==> src/pps_pkg.sv <==
`default_nettype none

package pps_pkg;

    localparam int SLOTS_DEF     = 8;
    localparam int TIME_BITS_DEF = 16;

    localparam int OP_W    = 2;
    localparam int SLOT_W  = 3;
    localparam int ARR_W   = 16;
    localparam int BURST_W = 12;
    localparam int PRIO_W  = 8;
    localparam int OUT_T_W = 16;

    localparam logic [OP_W-1:0] OP_LOAD  = 2'd0;
    localparam logic [OP_W-1:0] OP_TICK  = 2'd1;
    localparam logic [OP_W-1:0] OP_CLEAR = 2'd2;

    typedef struct packed {
        logic [OP_W-1:0]    op;
        logic [SLOT_W-1:0]  slot;
        logic [ARR_W-1:0]   arrival_time;
        logic [BURST_W-1:0] burst_length;
        logic [PRIO_W-1:0]  job_priority;
    } item_t;

    typedef struct packed {
        logic [SLOT_W-1:0]  ran_slot;
        logic               idle;
        logic               job_done;
        logic [OUT_T_W-1:0] start_time;
        logic [OUT_T_W-1:0] finish_time;
        logic [OUT_T_W-1:0] turnaround;
        logic [OUT_T_W-1:0] waiting;
        logic [OUT_T_W-1:0] response;
        logic               all_done;
    } result_t;

endpackage

`default_nettype wire

==> src/pps_table.sv <==
`default_nettype none

module pps_table #(
    parameter int DEPTH = pps_pkg::SLOTS_DEF,
    parameter int WIDTH = 64,
    parameter int AW    = 3
) (
    input  wire logic             clk,
    input  wire logic             wr_en,
    input  wire logic [AW-1:0]    wr_addr,
    input  wire logic [WIDTH-1:0] wr_data,
    input  wire logic [AW-1:0]    rd_addr,
    output logic      [WIDTH-1:0] rd_data
);

    logic [WIDTH-1:0] mem [DEPTH];

    always_ff @(posedge clk)
    begin
        if (wr_en)
        begin
            mem[wr_addr] <= wr_data;
        end
        rd_data <= mem[rd_addr];
    end

endmodule

`default_nettype wire

==> src/preemptive_priority_scheduler.sv <==
`default_nettype none

// Preemptive priority scheduler over SLOTS job slots. Each item is a load, a
// tick or a clear (any other op code does nothing) and returns exactly one
// result transfer. A load or a clear passes through the finish state, which
// registers its result, and the next item can be accepted once the machine is
// back in idle. A tick reads the slot table through its single read port, one
// slot per cycle in the scan state, then passes the last state; when a job is
// served it adds the update state, and when the served job completes also the
// turn and wait states (for the turnaround, response and waiting subtractions),
// before the finish state registers the result. Input is stalled while an item
// is in work; a finished result waits in an output register and does not block
// the next item until that item's own result is ready.

module preemptive_priority_scheduler #(
    parameter int SLOTS     = pps_pkg::SLOTS_DEF,
    parameter int TIME_BITS = pps_pkg::TIME_BITS_DEF
) (
    input  wire logic            clk,
    input  wire logic            rst_n,
    input  wire pps_pkg::item_t  item,
    input  wire logic            item_valid,
    output logic                 item_stall,
    output pps_pkg::result_t     result,
    output logic                 result_valid,
    input  wire logic            result_stall
);

    localparam int IDX_W   = (SLOTS > 1) ? $clog2(SLOTS) : 1;
    localparam int CMP_W   = (TIME_BITS > pps_pkg::ARR_W) ? TIME_BITS : pps_pkg::ARR_W;
    localparam int ENTRY_W = pps_pkg::ARR_W + 2 * pps_pkg::BURST_W + pps_pkg::PRIO_W
                             + TIME_BITS;

    typedef struct packed {
        logic [pps_pkg::ARR_W-1:0]   arrival;
        logic [pps_pkg::BURST_W-1:0] burst;
        logic [pps_pkg::PRIO_W-1:0]  prio;
        logic [pps_pkg::BURST_W-1:0] remaining;
        logic [TIME_BITS-1:0]        start;
    } entry_t;

    typedef enum logic [2:0] {
        S_IDLE,
        S_SCAN,
        S_LAST,
        S_UPDATE,
        S_TURN,
        S_WAIT,
        S_FINISH
    } state_t;

    state_t               state_reg,       state_next;
    logic [SLOTS-1:0]     pending_reg,     pending_next;
    logic [SLOTS-1:0]     started_reg,     started_next;
    logic [TIME_BITS-1:0] time_reg,        time_next;
    logic [IDX_W-1:0]     scan_idx_reg,    scan_idx_next;
    logic [IDX_W-1:0]     eval_idx_reg,    eval_idx_next;
    logic                 eval_en_reg,     eval_en_next;
    logic                 found_reg,       found_next;
    logic [IDX_W-1:0]     pick_reg,        pick_next;
    entry_t               best_reg,        best_next;
    logic                 done_reg,        done_next;
    logic                 idle_reg,        idle_next;
    logic [TIME_BITS-1:0] st_reg,          st_next;
    logic [TIME_BITS-1:0] fin_reg,         fin_next;
    logic [CMP_W-1:0]     tat_reg,         tat_next;
    logic [CMP_W-1:0]     resp_reg,        resp_next;
    logic [CMP_W-1:0]     wait_reg,        wait_next;
    pps_pkg::result_t     result_reg,      result_next;
    logic                 result_valid_reg, result_valid_next;

    logic                 wr_en;
    logic [IDX_W-1:0]     wr_addr;
    entry_t               wr_data;
    logic [ENTRY_W-1:0]   rd_raw;
    entry_t               rd_entry;

    logic                 accept;
    logic                 eligible;
    logic                 take;
    logic                 slot_ok;
    logic [IDX_W-1:0]     load_idx;
    logic [TIME_BITS-1:0] time_inc;
    logic [TIME_BITS-1:0] upd_start;
    logic [pps_pkg::BURST_W-1:0] upd_rem;
    logic [CMP_W-1:0]     arr_ext;
    logic [CMP_W-1:0]     fin_ext;
    logic [CMP_W-1:0]     st_ext;
    logic [CMP_W-1:0]     burst_ext;

    pps_table #(
        .DEPTH (SLOTS),
        .WIDTH (ENTRY_W),
        .AW    (IDX_W)
    ) u_table (
        .clk     (clk),
        .wr_en   (wr_en),
        .wr_addr (wr_addr),
        .wr_data (wr_data),
        .rd_addr (scan_idx_reg),
        .rd_data (rd_raw)
    );

    assign rd_entry     = rd_raw;
    assign accept       = item_valid && (state_reg == S_IDLE);
    assign item_stall   = (state_reg != S_IDLE);
    assign result       = result_reg;
    assign result_valid = result_valid_reg;

    assign slot_ok  = (32'(item.slot) < 32'(SLOTS));
    assign load_idx = IDX_W'(item.slot);
    assign time_inc = (time_reg == '1) ? time_reg : time_reg + 1'b1;
    assign upd_start = started_reg[pick_reg] ? best_reg.start : time_reg;
    assign upd_rem   = best_reg.remaining - 1'b1;

    assign eligible = eval_en_reg && pending_reg[eval_idx_reg]
                      && (CMP_W'(rd_entry.arrival) <= CMP_W'(time_reg));
    assign take     = eligible && (!found_reg || (rd_entry.prio > best_reg.prio));

    assign arr_ext   = CMP_W'(best_reg.arrival);
    assign fin_ext   = CMP_W'(fin_reg);
    assign st_ext    = CMP_W'(st_reg);
    assign burst_ext = CMP_W'(best_reg.burst);

    always_comb
    begin
        state_next        = state_reg;
        pending_next      = pending_reg;
        started_next      = started_reg;
        time_next         = time_reg;
        scan_idx_next     = scan_idx_reg;
        eval_idx_next     = eval_idx_reg;
        eval_en_next      = eval_en_reg;
        found_next        = found_reg;
        pick_next         = pick_reg;
        best_next         = best_reg;
        done_next         = done_reg;
        idle_next         = idle_reg;
        st_next           = st_reg;
        fin_next          = fin_reg;
        tat_next          = tat_reg;
        resp_next         = resp_reg;
        wait_next         = wait_reg;
        result_next       = result_reg;
        result_valid_next = result_valid_reg;

        wr_en             = 1'b0;
        wr_addr           = pick_reg;
        wr_data           = best_reg;
        wr_data.remaining = upd_rem;
        wr_data.start     = upd_start;

        if (result_valid_reg && !result_stall)
        begin
            result_valid_next = 1'b0;
        end

        // keep the best candidate seen so far
        if (take)
        begin
            found_next = 1'b1;
            pick_next  = eval_idx_reg;
            best_next  = rd_entry;
        end

        case (state_reg)
            S_IDLE:
            begin
                eval_en_next = 1'b0;
                if (accept)
                begin
                    found_next = 1'b0;
                    done_next  = 1'b0;
                    idle_next  = 1'b0;
                    case (item.op)
                        pps_pkg::OP_LOAD:
                        begin
                            if (slot_ok)
                            begin
                                wr_en             = 1'b1;
                                wr_addr           = load_idx;
                                wr_data.arrival   = item.arrival_time;
                                wr_data.burst     = item.burst_length;
                                wr_data.prio      = item.job_priority;
                                wr_data.remaining = item.burst_length;
                                wr_data.start     = '0;
                                pending_next[load_idx] = (item.burst_length != '0);
                                started_next[load_idx] = 1'b0;
                            end
                            state_next = S_FINISH;
                        end
                        pps_pkg::OP_TICK:
                        begin
                            scan_idx_next = '0;
                            state_next    = S_SCAN;
                        end
                        pps_pkg::OP_CLEAR:
                        begin
                            pending_next = '0;
                            started_next = '0;
                            time_next    = '0;
                            state_next   = S_FINISH;
                        end
                        default:
                        begin
                            state_next = S_FINISH;
                        end
                    endcase
                end
            end
            S_SCAN:
            begin
                eval_en_next  = 1'b1;
                eval_idx_next = scan_idx_reg;
                if (scan_idx_reg == IDX_W'(SLOTS - 1))
                begin
                    state_next = S_LAST;
                end
                else
                begin
                    scan_idx_next = scan_idx_reg + 1'b1;
                end
            end
            S_LAST:
            begin
                eval_en_next = 1'b0;
                if (found_reg || take)
                begin
                    state_next = S_UPDATE;
                end
                else
                begin
                    idle_next  = 1'b1;
                    time_next  = time_inc;
                    state_next = S_FINISH;
                end
            end
            S_UPDATE:
            begin
                wr_en                  = 1'b1;
                started_next[pick_reg] = 1'b1;
                time_next              = time_inc;
                st_next                = upd_start;
                fin_next               = time_inc;
                if (upd_rem == '0)
                begin
                    pending_next[pick_reg] = 1'b0;
                    done_next              = 1'b1;
                    state_next             = S_TURN;
                end
                else
                begin
                    state_next = S_FINISH;
                end
            end
            S_TURN:
            begin
                tat_next   = (fin_ext >= arr_ext) ? fin_ext - arr_ext : '0;
                resp_next  = (st_ext >= arr_ext) ? st_ext - arr_ext : '0;
                state_next = S_WAIT;
            end
            S_WAIT:
            begin
                wait_next  = (tat_reg >= burst_ext) ? tat_reg - burst_ext : '0;
                state_next = S_FINISH;
            end
            S_FINISH:
            begin
                if (!result_valid_reg || !result_stall)
                begin
                    result_next.ran_slot    = found_reg ? pps_pkg::SLOT_W'(pick_reg) : '0;
                    result_next.idle        = idle_reg;
                    result_next.job_done    = done_reg;
                    result_next.start_time  = done_reg ? pps_pkg::OUT_T_W'(st_reg) : '0;
                    result_next.finish_time = done_reg ? pps_pkg::OUT_T_W'(fin_reg) : '0;
                    result_next.turnaround  = done_reg ? pps_pkg::OUT_T_W'(tat_reg) : '0;
                    result_next.waiting     = done_reg ? pps_pkg::OUT_T_W'(wait_reg) : '0;
                    result_next.response    = done_reg ? pps_pkg::OUT_T_W'(resp_reg) : '0;
                    result_next.all_done    = ~|pending_reg;
                    result_valid_next       = 1'b1;
                    state_next              = S_IDLE;
                end
            end
            default:
            begin
                state_next = S_IDLE;
            end
        endcase
    end

    always_ff @(posedge clk or negedge rst_n)
    begin
        if (!rst_n)
        begin
            state_reg        <= S_IDLE;
            pending_reg      <= '0;
            started_reg      <= '0;
            time_reg         <= '0;
            scan_idx_reg     <= '0;
            eval_idx_reg     <= '0;
            eval_en_reg      <= 1'b0;
            found_reg        <= 1'b0;
            pick_reg         <= '0;
            best_reg         <= '0;
            done_reg         <= 1'b0;
            idle_reg         <= 1'b0;
            st_reg           <= '0;
            fin_reg          <= '0;
            tat_reg          <= '0;
            resp_reg         <= '0;
            wait_reg         <= '0;
            result_reg       <= '0;
            result_valid_reg <= 1'b0;
        end
        else
        begin
            state_reg        <= state_next;
            pending_reg      <= pending_next;
            started_reg      <= started_next;
            time_reg         <= time_next;
            scan_idx_reg     <= scan_idx_next;
            eval_idx_reg     <= eval_idx_next;
            eval_en_reg      <= eval_en_next;
            found_reg        <= found_next;
            pick_reg         <= pick_next;
            best_reg         <= best_next;
            done_reg         <= done_next;
            idle_reg         <= idle_next;
            st_reg           <= st_next;
            fin_reg          <= fin_next;
            tat_reg          <= tat_next;
            resp_reg         <= resp_next;
            wait_reg         <= wait_next;
            result_reg       <= result_next;
            result_valid_reg <= result_valid_next;
        end
    end

endmodule

`default_nettype wire
==> config.mk <==
export PLATFORM = sky130hd
export DESIGN_NAME = preemptive_priority_scheduler
export DESIGN_NICKNAME = d
export VERILOG_FILES = /design/src/pps_pkg.sv /design/src/pps_table.sv /design/src/preemptive_priority_scheduler.sv
export SDC_FILE = /design/constraint.sdc
export NUM_CORES = 1
export LEC_CHECK = 0
export BUFFER_PORTS_ARGS = -buffer_cell sky130_fd_sc_hd__buf_2
export CAP_MARGIN = 15
export CORE_MARGIN = 3
export CORE_UTILIZATION = 45
export DETAILED_ROUTE_END_ITERATION = 10
export GPL_ROUTABILITY_DRIVEN = 0
export GPL_TIMING_DRIVEN = 0
export HOLD_SLACK_MARGIN = 0.15
export PLACE_DENSITY_LB_ADDON = 0.15
export SLEW_MARGIN = 40
export SYNTH_ARGS = -nofsm -noshare
export SYNTH_HDL_FRONTEND = slang
export SYNTH_SLANG_ARGS = --single-unit
==> constraint.sdc <==
create_clock -name clk -period 12.3 [get_ports clk]
set_input_delay 2.46 -clock clk [delete_from_list [all_inputs] [get_ports clk]]
set_output_delay 2.46 -clock clk [all_outputs]
set_load 0.01 [all_outputs]
======== After elaboration in Yosys (flattened, before gate mapping) ========
Memories as Yosys holds them, arrays and structs flattened. A register that Yosys moved wholly into a read port is not among the register bits.
Cells that the tools add are included.
storage, ports and cells
  flip-flop bits (word level) ............. 279
  RAM bits ................................ 512
  input bits .............................. 45
  output and inout port bits .............. 88
  word-level logic and storage cells ...... 171
  memories kept ........................... 1
cells by class
  $add $sub $neg .......................... 6
  $lt $le $gt $ge ......................... 10
  eq/ne operators ......................... 19
  multiplexer cells ....................... 65
  bitwise gates (word level) .............. 5
  reductions and logical operators ........ 34
memory list
  memory       words  width  rd ports  clocked after Yosys merged registers in  write ports  RTL line         text
  u_table.mem  8      64     1         1                                        1            pps_table.sv:16  logic [WIDTH-1:0] mem [DEPTH];
operators by type and width
  cell                                                                           number
  16-bit 2-to-1 mux                                                              13
  64-bit 2-to-1 mux                                                              3
  8-bit case mux with 2 select lines                                             4
  16-bit case mux with 3 select lines                                            1
  3-bit 2-to-1 mux                                                               12
  16-bit greater-or-equal comparator                                             2
  16-bit subtractor                                                              2
  8-bit 2-to-1 mux                                                               3
  3-bit case mux with 7 select lines                                             1
  1-bit 2-to-1 mux                                                               17
  16-bit by 1-bit adder with 16-bit output (second input constant)               1
  8-bit bitwise AND                                                              2
  16-bit equality test (second input constant)                                   1
  16-bit by 12-bit greater-or-equal comparator with 1-bit output                 1
  16-bit less-or-equal comparator                                                1
  8-bit NOT                                                                      2
  16-bit by 12-bit subtractor with 16-bit output                                 1
  3-bit equality test (second input constant)                                    4
  12-bit logical NOT                                                             1
  3-bit by 4-bit less-than comparator with 1-bit output (second input constant)  3
  2-bit inequality test (second input constant)                                  6
  3-bit AND reduction                                                            4
  4-bit AND reduction                                                            3
  12-bit nonzero test                                                            1
  27 further kinds                                                               50

======== Longest topological paths before layout ========
Gate-level depths: netlist (run 1).
  word-level depth ........................ 9
  depth in mapped cells ................... 12
  depth with buffers taken out ............ 11

======== Hierarchy ========
From an unflattened synthesis (run 1), not the netlist that was laid out.
unflattened totals
  cells, all modules ...................... 2513
  area, all modules ....................... 35850.6 µm²
by module, submodules not included
  module                         instances  cells each  area an instance (µm²)  sequential area each (µm²)
  pps_table                      1          816         20547.2                 16656.0
  preemptive_priority_scheduler  1          1697        15303.4                 6981.7

======== Least setup slack after synthesis (run 1) ========
Ideal clock, no wire load.
  kind .................................... input port to flip-flop
  start point ............................. input item_valid
  end point ............................... memory u_table.mem[5][0] (enable)
  setup time .............................. 0.487 ns
  arrival ................................. 6.202 ns
  required time ........................... 11.813 ns
  setup slack ............................. 5.612 ns
  stages on the path ...................... 6
  path buffers ............................ 1
  path through ............................ nand2_1 -> nor3_1 -> clkbuf_1 -> nand3_1 -> o21a_1 -> nor2_1
between the ends
  cells in the longest elaborated chain, start to end .. 5
  elaborated cells between the ends (all ways) .. 7
  classes of those cells .................. 6 x mux; 1 x reduce/logical
RTL lines
  what                                    RTL line                              text
  start, declared                         preemptive_priority_scheduler.sv:22   input wire logic item_valid,
  1-bit logical AND *                     preemptive_priority_scheduler.sv:105  assign accept = item_valid && (state_reg == S_IDLE);
  1-bit 2-to-1 mux                        preemptive_priority_scheduler.sv:170  if (accept)
  1-bit case mux with 2 select lines      preemptive_priority_scheduler.sv:166  case (state_reg)
  1-bit 2-to-1 mux                        pps_table.sv:20                       if (wr_en)
  1-bit 2-to-1 mux (implied by the code)  pps_table.sv:22                       mem[wr_addr] <= wr_data;
  end, declared                           pps_table.sv:16
Mark *: on every way between the ends. The rest lies on a longest branch, timed or not.

======== Worst setup path after layout (run 1) ========
  start point ............................. input item_valid
  end point ............................... memory u_table.mem[1][5] (enable)
Same word-level chain as after synthesis.

==> summary.md, run 1 <==
| Metric | Value |
|---|---|
| GRT Resource Usage Total | `22.8%` |
| Total Power | `10.6 mW` |
| Vias per cell | `5.73` |
| Hold Slack | `460 ps` |
| # diodes | `0` |
| Metal3 WL | `5530 µm` |
| Synth area leaders | `edfxtp_1, dfrtp_1, mux4_2` |
| DRC viols | `0` |
| Max FFs per register | `between 500 and 600` |
| Setup bufs post-CTS | `0` |
| Core outline area | `around 78,000 µm²` |
| Fin. max-slew vios | `0` |
| Sink Count | `855` |
| Setup tns final | `0 ps` |
| Syn avg cell area | `14.4 µm²` |
| FMAX | `0.188 GHz` |
| Share of the clock period used by the worst path | `43.2%` |
| Vert. Die Dim | `288 µm` |
| Layout area overhead | `17.0%` |
| Global-route wire length before repair | `141,000 µm` |
| Post-route met1 wirelength | `41,000 µm` |
| Seq cells post-synth | `855` |
| Max-slew headroom | `40.1%` |
| CTS buffer count | `87` |
| Area of the mapped netlist | `35,800 µm²` |
| Post_cts resized | `0` |
| YS warnings | `0` |
| Seq/Total Area, Yosys | `between 60% and 70%` |
| Clk Latency, worst-skew pair | `660 ps` |
| Iter 0 DRT Violations | `1,993` |
| Max clock buf depth | `3` |
| Worst Path Max Fanout | `14` |
| Pin count of the biggest net entering global routing | `80` |
| Critical Path AT | `about 5700 ps` |
| Yosys top cell area share | `between 40% and 50%` |
| DRT Wirelength | `93,600 µm` |
| Placed cell area | `39,000 µm²` |
| Worst VDD drop | `0.149 mV` |
| Total number of vias | `roughly 22,000` |
| Root Driver | `clkbuf_16` |
| Critical path launch point | `item_valid` |
| Port bufs | `131` |
| Die area | `83,100 µm²` |
| LEAKAGE | `around 16 nW` |
| Synth area leader | `edfxtp_1` |
| Crit. End Element | `flip-flop` |
| H-tree depth reported by CTS | `3` |
| Routed Antenna Nets | `0` |
| Fin area | `41,900 µm²` |
| Post-CTS Hold Buffers | `0` |
| Final Critical Period | `between 5000 and 6000 ps` |
| Slew of the pin with the lowest slew margin | `around 900 ps` |
| EDFF count, synth | `approximately 510` |
| Worst Hold Class | `reg2reg` |
| Wire per inst | `24.2 µm` |
| Syn_nets | `2,608` |
| Fin. Hold Viols | `0` |
| FFs w/ async S/R, synth | `32.6%` |
| Initial Util | `45.8%` |
| Netlist cell types | `67` |
| Required time of the worst setup path | `12,690 ps` |
| # rows | `102` |
| Initial antenna violation count | `3` |
| Unrepaired setup endpoints after global routing | `false` |
| Pwr/cell area | `252 nW/µm²` |
| Hpwl dp | `68,000 µm` |
| Setup violations, final | `0` |
| Ys flop type | `edfxtp_1` |
| Post-synthesis cell count | `2,487` |
| Total of max-cap violations | `0` |
| Reg clk slew, reported paths | `about 60 ps` |
| Die W | `about 290 µm` |
| DR top layer | `met4` |
| Final setup skew | `slightly below 30 ps` |
| Pre-antenna DRT Iters | `6` |
| Met2 WL | `44,400 µm` |
| Nets | `~2,900` |
| Grt total ovfl | `0` |
| WS Path Type | `in2reg` |
| CTS tree | `built` |
| Outcome | `finished clean` |
| Fill cells | `around 6,400` |
| IO Pins | `about 130` |
| Worst reg2reg path startpoint | `state_reg[2]$_DFFE_PN0P_` |
| Fraction of layout cells with a size suffix above 1 | `22.3%` |
| CP Launch Type | `primary input` |
| Number of global-route vias before repair | `22,372` |
| HP Start | `result[64]$_DFFE_PN0P_` |
layout by cell type, fill, tap and decap left out, drive strengths merged, types with 27 or more instances in the layout:
master / Yosys / layout
inv: 71 / 75
nor3: 29 / 29
clkbuf: 99 / 219
nor2: 97 / 97
nand3: 102 / 102
clkinv: 0 / 27
mux2: 135 / 135
ha: 73 / 73
buf: 25 / 206
o31ai: 30 / 30
dfrtp: 279 / 279
nand2: 332 / 332
a21oi: 50 / 50
edfxtp: 512 / 512
mux4: 132 / 132
o21ai: 143 / 143
dfxtp: 64 / 64
cells by family after synthesis:
logic type,after synthesis,share of synthesized area (%)
fa+ha+maj,76,2.72
simple gates,669,8.32
xor+xnor,41,1.00
compound gates,363,6.45
mux,288,13.4
buf+inv,195,2.13
flops,855,65.9
layer usage:
metal,up-vias,track usage (%)
li1,9907,-
met1,11378,32.0
met2,756,37.1
met3,150,3.13
met4,0,7.18
met5,-,0
synth_stat cells, drive strengths merged, types with 30 or more instances:
master,count
ha,73
o21ai,143
nand2,332
dfrtp,279
edfxtp,512
dfxtp,64
mux4,132
inv,71
nor2,97
clkbuf,99
nand3,102
mux2,135
a21oi,50
o31ai,30
power breakdown:
group	total [mW]	internal (mW)	switching, mW
Combinational	3.70	1.50	2.20
Clock	2.70	1.57	1.13
Sequential	4.17	3.81	0.354
Total	10.6	6.89	3.68
per-stage QoR:
step / instances / util (%) / setup WS, ps
3_5_place_dp: 3708 / 49.8 / 6360
4_1_cts: 3872 / 53.6 / 7030
2_1_floorplan: 2487 / - / 5610
5_1_grt: 3872 / 53.6 / 6870
6_report: 3872 / 53.6 / 6980
3_3_place_gp: 3658 / 48.3 / 897
layout make-up:
cell class                      count  area, µm²  area share, %
Sequential cell                   855      23600           56.4
Buffer                            124        518           1.23
Timing Repair Buffer              181       1730           4.12
Clock inverter                     44        524           1.25
Tap cell                         1040       1300           3.10
Inverter                           71        267          0.635
Multi-Input combinational cell   1437      11500           27.5
Clock buffer                      120       2430           5.80
critical path, cell delays in order:
cell and delay (ps):
buf_2 140, nand2_1 180, nor3_2 710, clkbuf_1 650, nand2_1 140, o21ai_1 460
nor2_4 180, buf_8 210, buf_8 170, buf_16 180, buf_8 180
worst paths after layout:
path                                               end  slack [ps]  cells after the start
max reg2reg                u_table.mem[1][5]$_DFFE_PP_        8060                     11
max in group asynchronous       st_ext[15]$_DFFE_PN0P_        9660                      3
min in group asynchronous      wait_reg[5]$_DFFE_PN0P_        1660                      1
max                        u_table.mem[1][5]$_DFFE_PP_        6980                     11
min                             result[64]$_DFFE_PN0P_         460                      2
min reg2reg                     result[64]$_DFFE_PN0P_         460                      2
No activity file was read; power rests on OpenSTA's default activity.
==> run 2: changes to the inputs <==
ABC_AREA = 1   (was not set)
clock period = 4.9 ns   (was 12.3 ns; I/O delays follow)
==> summary.md, run 2 <==
| Metric | Value |
|---|---|
| Seq cells post-synth | `855 (unchanged)` |
| Required time of the worst setup path | `5210 ps (-7480 ps)` |
| Vert. Die Dim | `289 µm (+0.32%)` |
| Number of global-route vias before repair | `25,405 (+14%)` |
| Initial Util | `45.5% (-0.30 points)` |
| Worst Path Max Fanout | `14 (unchanged)` |
| FFs w/ async S/R, synth | `32.6% (unchanged)` |
| Syn_nets | `3,592 (+38%)` |
| Max clock buf depth | `3 (unchanged)` |
| Outcome | `finished clean` |
| Fraction of layout cells with a size suffix above 1 | `10.1% (-12 points)` |
| CTS buffer count | `88 (+1.1%)` |
| Sink Count | `855 (unchanged)` |
| Synth area leader | `edfxtp_1` |
| Crit. End Element | `flip-flop` |
| Layout area overhead | `15.9%` |
| Fin. max-slew vios | `0 (unchanged)` |
| Pre-antenna DRT Iters | `6 (unchanged)` |
| Crit path depth | `11 (unchanged)` |
| Port bufs | `132 (+0.76%)` |
| Critical Path Max Stage Delay | `530 ps (-180 ps)` |
| Yosys top cell area share | `42.6% (-0.28 points)` |
| Root Driver | `clkbuf_16` |
| Post_cts resized | `0 (unchanged)` |
| Final Critical Period | `about 3400 ps` |
| Critical Path AT | `3750 ps (-1960 ps)` |
| DRC viols | `0 (unchanged)` |
| Placed cell count | `4,689 (+26%)` |
| Global-route wire length before repair | `155,000 µm (+9.9%)` |
| Wire per inst | `21.1 µm (-13%)` |
| Finished Layout Cells | `4,853 (+25%)` |
| Total Power | `25.9 mW (+150%)` |
| Post-synth top cells | `nor2_1, edfxtp_1, nand2_1, o21ai_0, dfrtp_1` |
| GRT Resource Usage Total | `24.6% (+1.8 points)` |
| Worst VDD drop | `0.331 mV (+120%)` |
| Reg clk slew, reported paths | `60 ps (about the same)` |
| Share of the clock period used by the worst path | `between 70 and 80%` |
| Seq/Total Area, Yosys | `65.5% (-0.43 points)` |
| Unrepaired setup endpoints after global routing | `false` |
| Worst reg2reg path startpoint | `state_reg[0]$_DFFE_PN0P_` |
| IO Pins | `133 (unchanged)` |
| Post-CTS Hold Buffers | `0 (unchanged)` |
| Fin. Hold Viols | `0 (unchanged)` |
| Synth area leaders | `edfxtp_1, dfrtp_1, o21ai_0` |
| Commonest cells after routing, fill and taps aside | `nor2_1, edfxtp_1, nand2_1, o21ai_0, dfrtp_1` |
| Worst Hold Class | `in2async` |
| H-tree depth reported by CTS | `3 (unchanged)` |
| Delay-heaviest family, CP | `simple AND/OR/NAND/NOR gates` |
| FMAX | `0.290 GHz` |
| Setup bufs post-CTS | `0 (unchanged)` |
| Grt total ovfl | `0 (unchanged)` |
| Core outline area | `79,300 µm² (+1.3%)` |
| Area of the mapped netlist | `36,100 µm² (+0.66%)` |
| Critical path cell sequence | `nor2_1 > nand2_2 > nor2_2 > nand2_1 > buf_2 > o21ai_1 > nand2_1 > nor2_4 > buf_16 > buf_8 > buf_8` |
| Total number of vias | `26,088 (+18%)` |
| Hpwl dp | `74,700 µm (+9.8%)` |
| Total of max-cap violations | `0 (unchanged)` |
| Worst reg2reg endpoint | `u_table.mem[6][5]$_DFFE_PP_` |
| # diodes | `0 (unchanged)` |
| Pwr/cell area | `619 nW/µm² (+150%)` |
| Die W | `289 µm (+0.32%)` |
| Final setup skew | `26.6 ps (-2.92 ps)` |
| Crit path buffers/inverters | `4 (-2)` |
| Syn avg cell area | `10.4 µm² (-28%)` |
| Placed cell area | `38,900 µm² (-0.19%)` |
| # rows | `103 (+0.98%)` |
| Routed Antenna Nets | `0 (unchanged)` |
| Ys flop type | `edfxtp_1` |
| Worst R2R Path Depth | `11 (unchanged)` |
| Pin count of the biggest net entering global routing | `63 (-21%)` |
| Worst R2R Setup Slack | `1450 ps (-6610 ps)` |
| Nets | `3,850 (+34%)` |
| Netlist cell types | `47 (-30%)` |
| Initial antenna violation count | `2 (-1)` |
| CP endpoint | `u_table.mem[6][5]$_DFFE_PP_` |
| EDFF count, synth | `512 (unchanged)` |
| Clk Latency, worst-skew pair | `630 ps (-30 ps)` |
| Slew of the pin with the lowest slew margin | `893 ps (-5.02 ps)` |
| CP Launch Type | `flip-flop` |
| Max-slew headroom | `40.4% (+0.33 points)` |
| Iter 0 DRT Violations | `2,331 (+17%)` |
| YS warnings | `0 (unchanged)` |
| Vias per cell | `5.38 (-6.2%)` |
| DRT Wirelength | `102,000 µm (+9.4%)` |
| Setup violations, final | `0 (unchanged)` |
| Die area | `83,600 µm² (+0.64%)` |
| LEAKAGE | `17.0 nW (+3.9%)` |
| Post-synthesis cell count | `3,471 (+40%)` |
| Hold Slack | `259 ps (-201 ps)` |
| Count leader, synth | `nor2_1` |
| Crit-path slowest cell | `nor2_4` |
| Most common cell after layout, fill and taps aside | `nor2_1` |
| Max FFs per register | `512 (unchanged)` |
| Final core occ | `52.8% (-0.85 points)` |
| CTS tree | `built` |
| Critical path launch point | `state_reg[0]$_DFFE_PN0P_` |
| Fin area | `41,800 µm² (-0.29%)` |
| WS Path Type | `reg2reg` |
==> run 2: cell count changes in the layout (fill, tap and decap cells not counted), moves of 19 or more <==
cell	previous run	this run
a31oi_1	12	78
a21oi_1	50	118
mux2i_1	19	0
o21ai_1	21	40
buf_2	145	174
o21ai_0	122	441
mux2_4	30	0
inv_1	71	237
o22ai_1	6	99
nor2_1	89	601
mux4_2	132	0
nand2b_1	23	0
mux2_2	105	0
nand2_1	332	494
==> run 2: cells by family (layout without fill, tap and decap cells) <==
family                     count (synthesis)  after routing  share of synthesized area (%)
AOI/OAI and AO/OA                        806            806                           12.0
xor gates and xnor gates                  48             48                           1.17
adders and majority gates                 76             76                           2.70
buffers and inverters                    410            742                           4.45
DFF                                      855            855                           65.5
and+or+nand+nor                         1276           1276                           14.2
==> run 2: worst min path at each step <==
| stage | endpoint | startpoint | depth (start not counted) | slack, ps |
|---|---|---|---|---|
| 6_report | result[18]$_DFFE_PN0P_ | rst_n | 1 | 260 |
| 5_1_grt | wait_reg[4]$_DFFE_PN0P_ | rst_n | 1 | 260 |
| 4_1_cts | wait_reg[6]$_DFFE_PN0P_ | rst_n | 1 | 230 |
| 3_5_place_dp | best_reg[22]$_DFFE_PN0P_ | u_table.rd_data[22]$_DFF_P_ | 2 | 430 |
| 3_3_place_gp | best_reg[22]$_DFFE_PN0P_ | u_table.rd_data[22]$_DFF_P_ | 2 | 430 |
| 2_1_floorplan | best_reg[27]$_DFFE_PN0P_ | u_table.rd_data[27]$_DFF_P_ | 2 | 430 |
==> run 2: per-layer routing <==
layer  global-route usage [%]  part of all wire [%]  vias to the layer above
met2                     40.9                    47                      879
met4                     9.56                   3.8                        2
met5                        0                 0.013                        -
met1                     32.9                    43                    12527
li1                         -                     -                    12492
met3                     3.10                   6.5                      188
==> run 2: area by class of cell <==
class / instances / area [µm²]
clock buffers: 132 / 2590
fillers: 7062 / 37400
plain buffers: 165 / 688
repair buffers: 168 / 1450
inverters: 245 / 920
multi-input cells: 2206 / 10900
clock inverters: 32 / 320
flip-flops and latches: 855 / 23600
well taps: 1050 / 1310
==> run 2: power by group <==
part,internal (mW),switching (mW),total (mW)
combinational,2.55,6.15,8.71
sequential,9.71,0.742,10.5
clock,3.97,2.76,6.73
total,16.2,9.66,25.9
==> run 2: per-stage QoR <==
stage / setup WS, ps / TNS, ps
2_1_floorplan: 8.24 / 0
3_3_place_gp: -3110 / -2215900
3_5_place_dp: 1120 / 0
4_1_cts: 1480 / 0
5_1_grt: 1280 / 0
6_report: 1450 / 0
==> run 3: changes to the inputs <==
clock period = 2.8 ns   (was 4.9 ns; I/O delays follow)
==> summary.md, run 3 (synthesis results as in run 2) <==
| Metric | Value |
|---|---|
| Outcome | `finished clean` |
| GRT Resource Usage Total | `25.0% (+0.41 points)` |
| Final Critical Period | `2710 ps (-734 ps)` |
| Total Power | `45.3 mW (+75%)` |
| Int Power | `28.2 mW (+74%)` |
| DRC viols | `0 (unchanged)` |
| Net Sw Power | `17.1 mW (+77%)` |
| Crit path depth | `9 (-2)` |
| CTS buffer count | `87 (-1.1%)` |
| Number of global-route vias before repair | `25,380 (-0.098%)` |
| Max-slew headroom | `42.2% (+1.7 points)` |
| Fin. Hold Viols | `0 (unchanged)` |
| Critical path launch point | `pick_reg[2]$_DFFE_PN0P_` |
| CP Launch Type | `flip-flop` |
| Fraction of layout cells with a size suffix above 1 | `11.6% (+1.4 points)` |
| Clk Latency, worst-skew pair | `640 ps (about the same)` |
| Critical path cell sequence | `inv_1 > nand3_1 > o22ai_1 > nor2_1 > nand2_1 > buf_2 > nor2_1 > a21oi_1 > nor2_1` |
| Pin count of the biggest net entering global routing | `74 (+17%)` |
| Hold Slack | `213 ps (-46.3 ps)` |
| Initial Util | `45.5% (unchanged)` |
| Fill cells | `7,066 (+0.057%)` |
| Fin. max-slew vios | `0 (unchanged)` |
| Worst reg2reg endpoint | `u_table.mem[6][5]$_DFFE_PP_` |
| Share of the clock period used by the worst path | `96.8% (+27 points)` |
| Placed cell count | `4,690 (+0.021%)` |
| Setup ws final | `89.2 ps (-1370 ps)` |
| Die W | `289 µm (unchanged)` |
| Nets | `3,870 (+0.52%)` |
| Placed cell area | `38,900 µm² (about the same)` |
| Pre-antenna DRT Iters | `6 (unchanged)` |
| Worst VDD drop | `0.561 mV (+69%)` |
| Sequential cell fraction of total power | `40.4% (about the same)` |
| IO Pins | `133 (unchanged)` |
| Final setup skew | `21.8 ps (-4.76 ps)` |
| Worst R2R Setup Slack | `90 ps (-1370 ps)` |
| Routed Antenna Nets | `0 (unchanged)` |
| FMAX | `0.369 GHz (+27%)` |
| Dpl ws | `-582 ps (-1700 ps)` |
| CTS tree | `built` |
| Total number of vias | `26,328 (+0.92%)` |
| Max clock buf depth | `3 (unchanged)` |
| Worst Hold Class | `in2reg` |
| Worst reg2reg path startpoint | `pick_reg[2]$_DFFE_PN0P_` |
| Comb power frac | `34.3% (+0.7 points)` |
| Required time of the worst setup path | `3100 ps (-2110 ps)` |
| Vert. Die Dim | `289 µm (unchanged)` |
| Total of max-cap violations | `0 (unchanged)` |
| Iter 0 DRT Violations | `2,213 (-5.1%)` |
| Worst Path Max Fanout | `10 (-4)` |
| Critical Path Max Stage Delay | `450 ps (-80 ps)` |
| Initial antenna violation count | `1 (-1)` |
| Reg clk slew, reported paths | `60 ps (about the same)` |
| Crit. End Element | `flip-flop` |
| Max FFs per register | `512 (unchanged)` |
| Core outline area | `79,300 µm² (unchanged)` |
| Finished Layout Cells | `4,876 (+0.47%)` |
| Grt total ovfl | `0 (unchanged)` |
| Pwr/cell area | `1080 nW/µm² (+74%)` |
| Delay-heaviest family, CP | `simple AND/OR/NAND/NOR gates` |
| Crit-path slowest cell | `dfrtp_1` |
| Layout area overhead | `16.7%` |
| DRT Wirelength | `105,000 µm (+2.1%)` |
| Sw Share | `37.8% (+0.47 points)` |
| Sink Count | `855 (unchanged)` |
| Crit path buffers/inverters | `2 (-2)` |
| Port bufs | `132 (unchanged)` |
| Most common cell after layout, fill and taps aside | `nor2_1` |
| Slew of the pin with the lowest slew margin | `867 ps (-25.9 ps)` |
| # rows | `103 (unchanged)` |
| Commonest cells after routing, fill and taps aside | `nor2_1, edfxtp_1, nand2_1, o21ai_0, dfrtp_1` |
| Most frequent CP cell | `nor2_1` |
| LEAKAGE | `17.2 nW (+0.88%)` |
| Fin area | `42,100 µm² (+0.71%)` |
| H-tree depth reported by CTS | `3 (unchanged)` |
| Setup violations, final | `0 (unchanged)` |
| Wire per inst | `21.4 µm (+1.6%)` |
| Die area | `83,600 µm² (unchanged)` |
| Global-route wire length before repair | `156,000 µm (+1.1%)` |
| Hpwl dp | `75,300 µm (+0.90%)` |
| Worst R2R Path Depth | `9 (-2)` |
| Root Driver | `clkbuf_16` |
| Unrepaired setup endpoints after global routing | `true` |
| Critical Path AT | `3010 ps (-740 ps)` |
| Clock network power share | `25.3% (-0.7 points)` |
| CP endpoint | `u_table.mem[6][5]$_DFFE_PP_` |
| Vias per cell | `5.40 (+0.44%)` |
| WS Path Type | `reg2reg` |
[run 3: area by class of cell]
| type | instances | area, µm² | area share, % |
|---|---|---|---|
| Antenna cell | 2 | 5.00 | 0.0119 |
| Buffer | 164 | 731 | 1.73 |
| Clock buffer | 141 | 2580 | 6.13 |
| Clock inverter | 23 | 245 | 0.582 |
| Inverter | 245 | 920 | 2.18 |
| Multi-Input combinational cell | 2206 | 11000 | 26.1 |
| Sequential cell | 855 | 23600 | 56.1 |
| Tap cell | 1050 | 1310 | 3.12 |
| Timing Repair Buffer | 190 | 1700 | 4.02 |
[run 3: power groups by stage]
| stage | clock (mW) | sequential [mW] | combinational, mW |
|---|---|---|---|
| 6_report | 11.5 | 18.3 | 15.6 |
| 5_1_grt | 12.2 | 18.5 | 17.3 |
| 4_1_cts | 11.7 | 18.3 | 15.3 |
| 3_5_place_dp | 0 | 18.5 | 15.2 |
| 3_3_place_gp | 0 | 18.5 | 14.8 |
| 2_1_floorplan | 0 | 18.2 | 9.79 |
[run 3: worst min-delay path: cells and delay by family]
family / cells / cell delay (ps)
and+or+nand+nor: 2 / 170
buffers and inverters: 1 / 80
[run 3: worst min-delay path by stage]
stage                                     endpoint  slack (ps)  cells past startpoint                         from
after floorplan             arr_ext[0]$_DFFE_PN0P_         260                      0                        rst_n
after global placement    best_reg[23]$_DFFE_PN0P_         430                      2  u_table.rd_data[23]$_DFF_P_
after detailed placement    result[19]$_DFFE_PN0P_         390                      1                        rst_n
after CTS                   result_valid$_DFF_PN0_         170                      3                 result_stall
after global routing        result_valid$_DFF_PN0_         230                      3                 result_stall
final                       result_valid$_DFF_PN0_         210                      3                 result_stall
[run 3: repair_timing]
action,in CTS,in global routing
hold buffers,1,0
endpoints found under the hold margin,213,0
pin swaps,9,2
setup buffers,20,0
gates resized for setup,18,34
setup endpoints to repair,420,379
[run 3: metal layers]
layer | up-vias | track usage, % | routed length (µm)
met1 | 12706 | 33.4 | 43700
met2 | 932 | 41.7 | 49800
li1 | 12533 | - | -
met3 | 157 | 3.86 | 7500
met5 | - | 0 | 0
met4 | 0 | 8.76 | 3520
[run 3: metrics by stage]
step | TNS [ps] | util [%]
after CTS | 0 | 53.1
after global routing | -310 | 53.1
after floorplan | -2000 | -
after detailed placement | -101070 | 49.1
after global placement | -1922350 | 48.1
final | 0 | 53.1
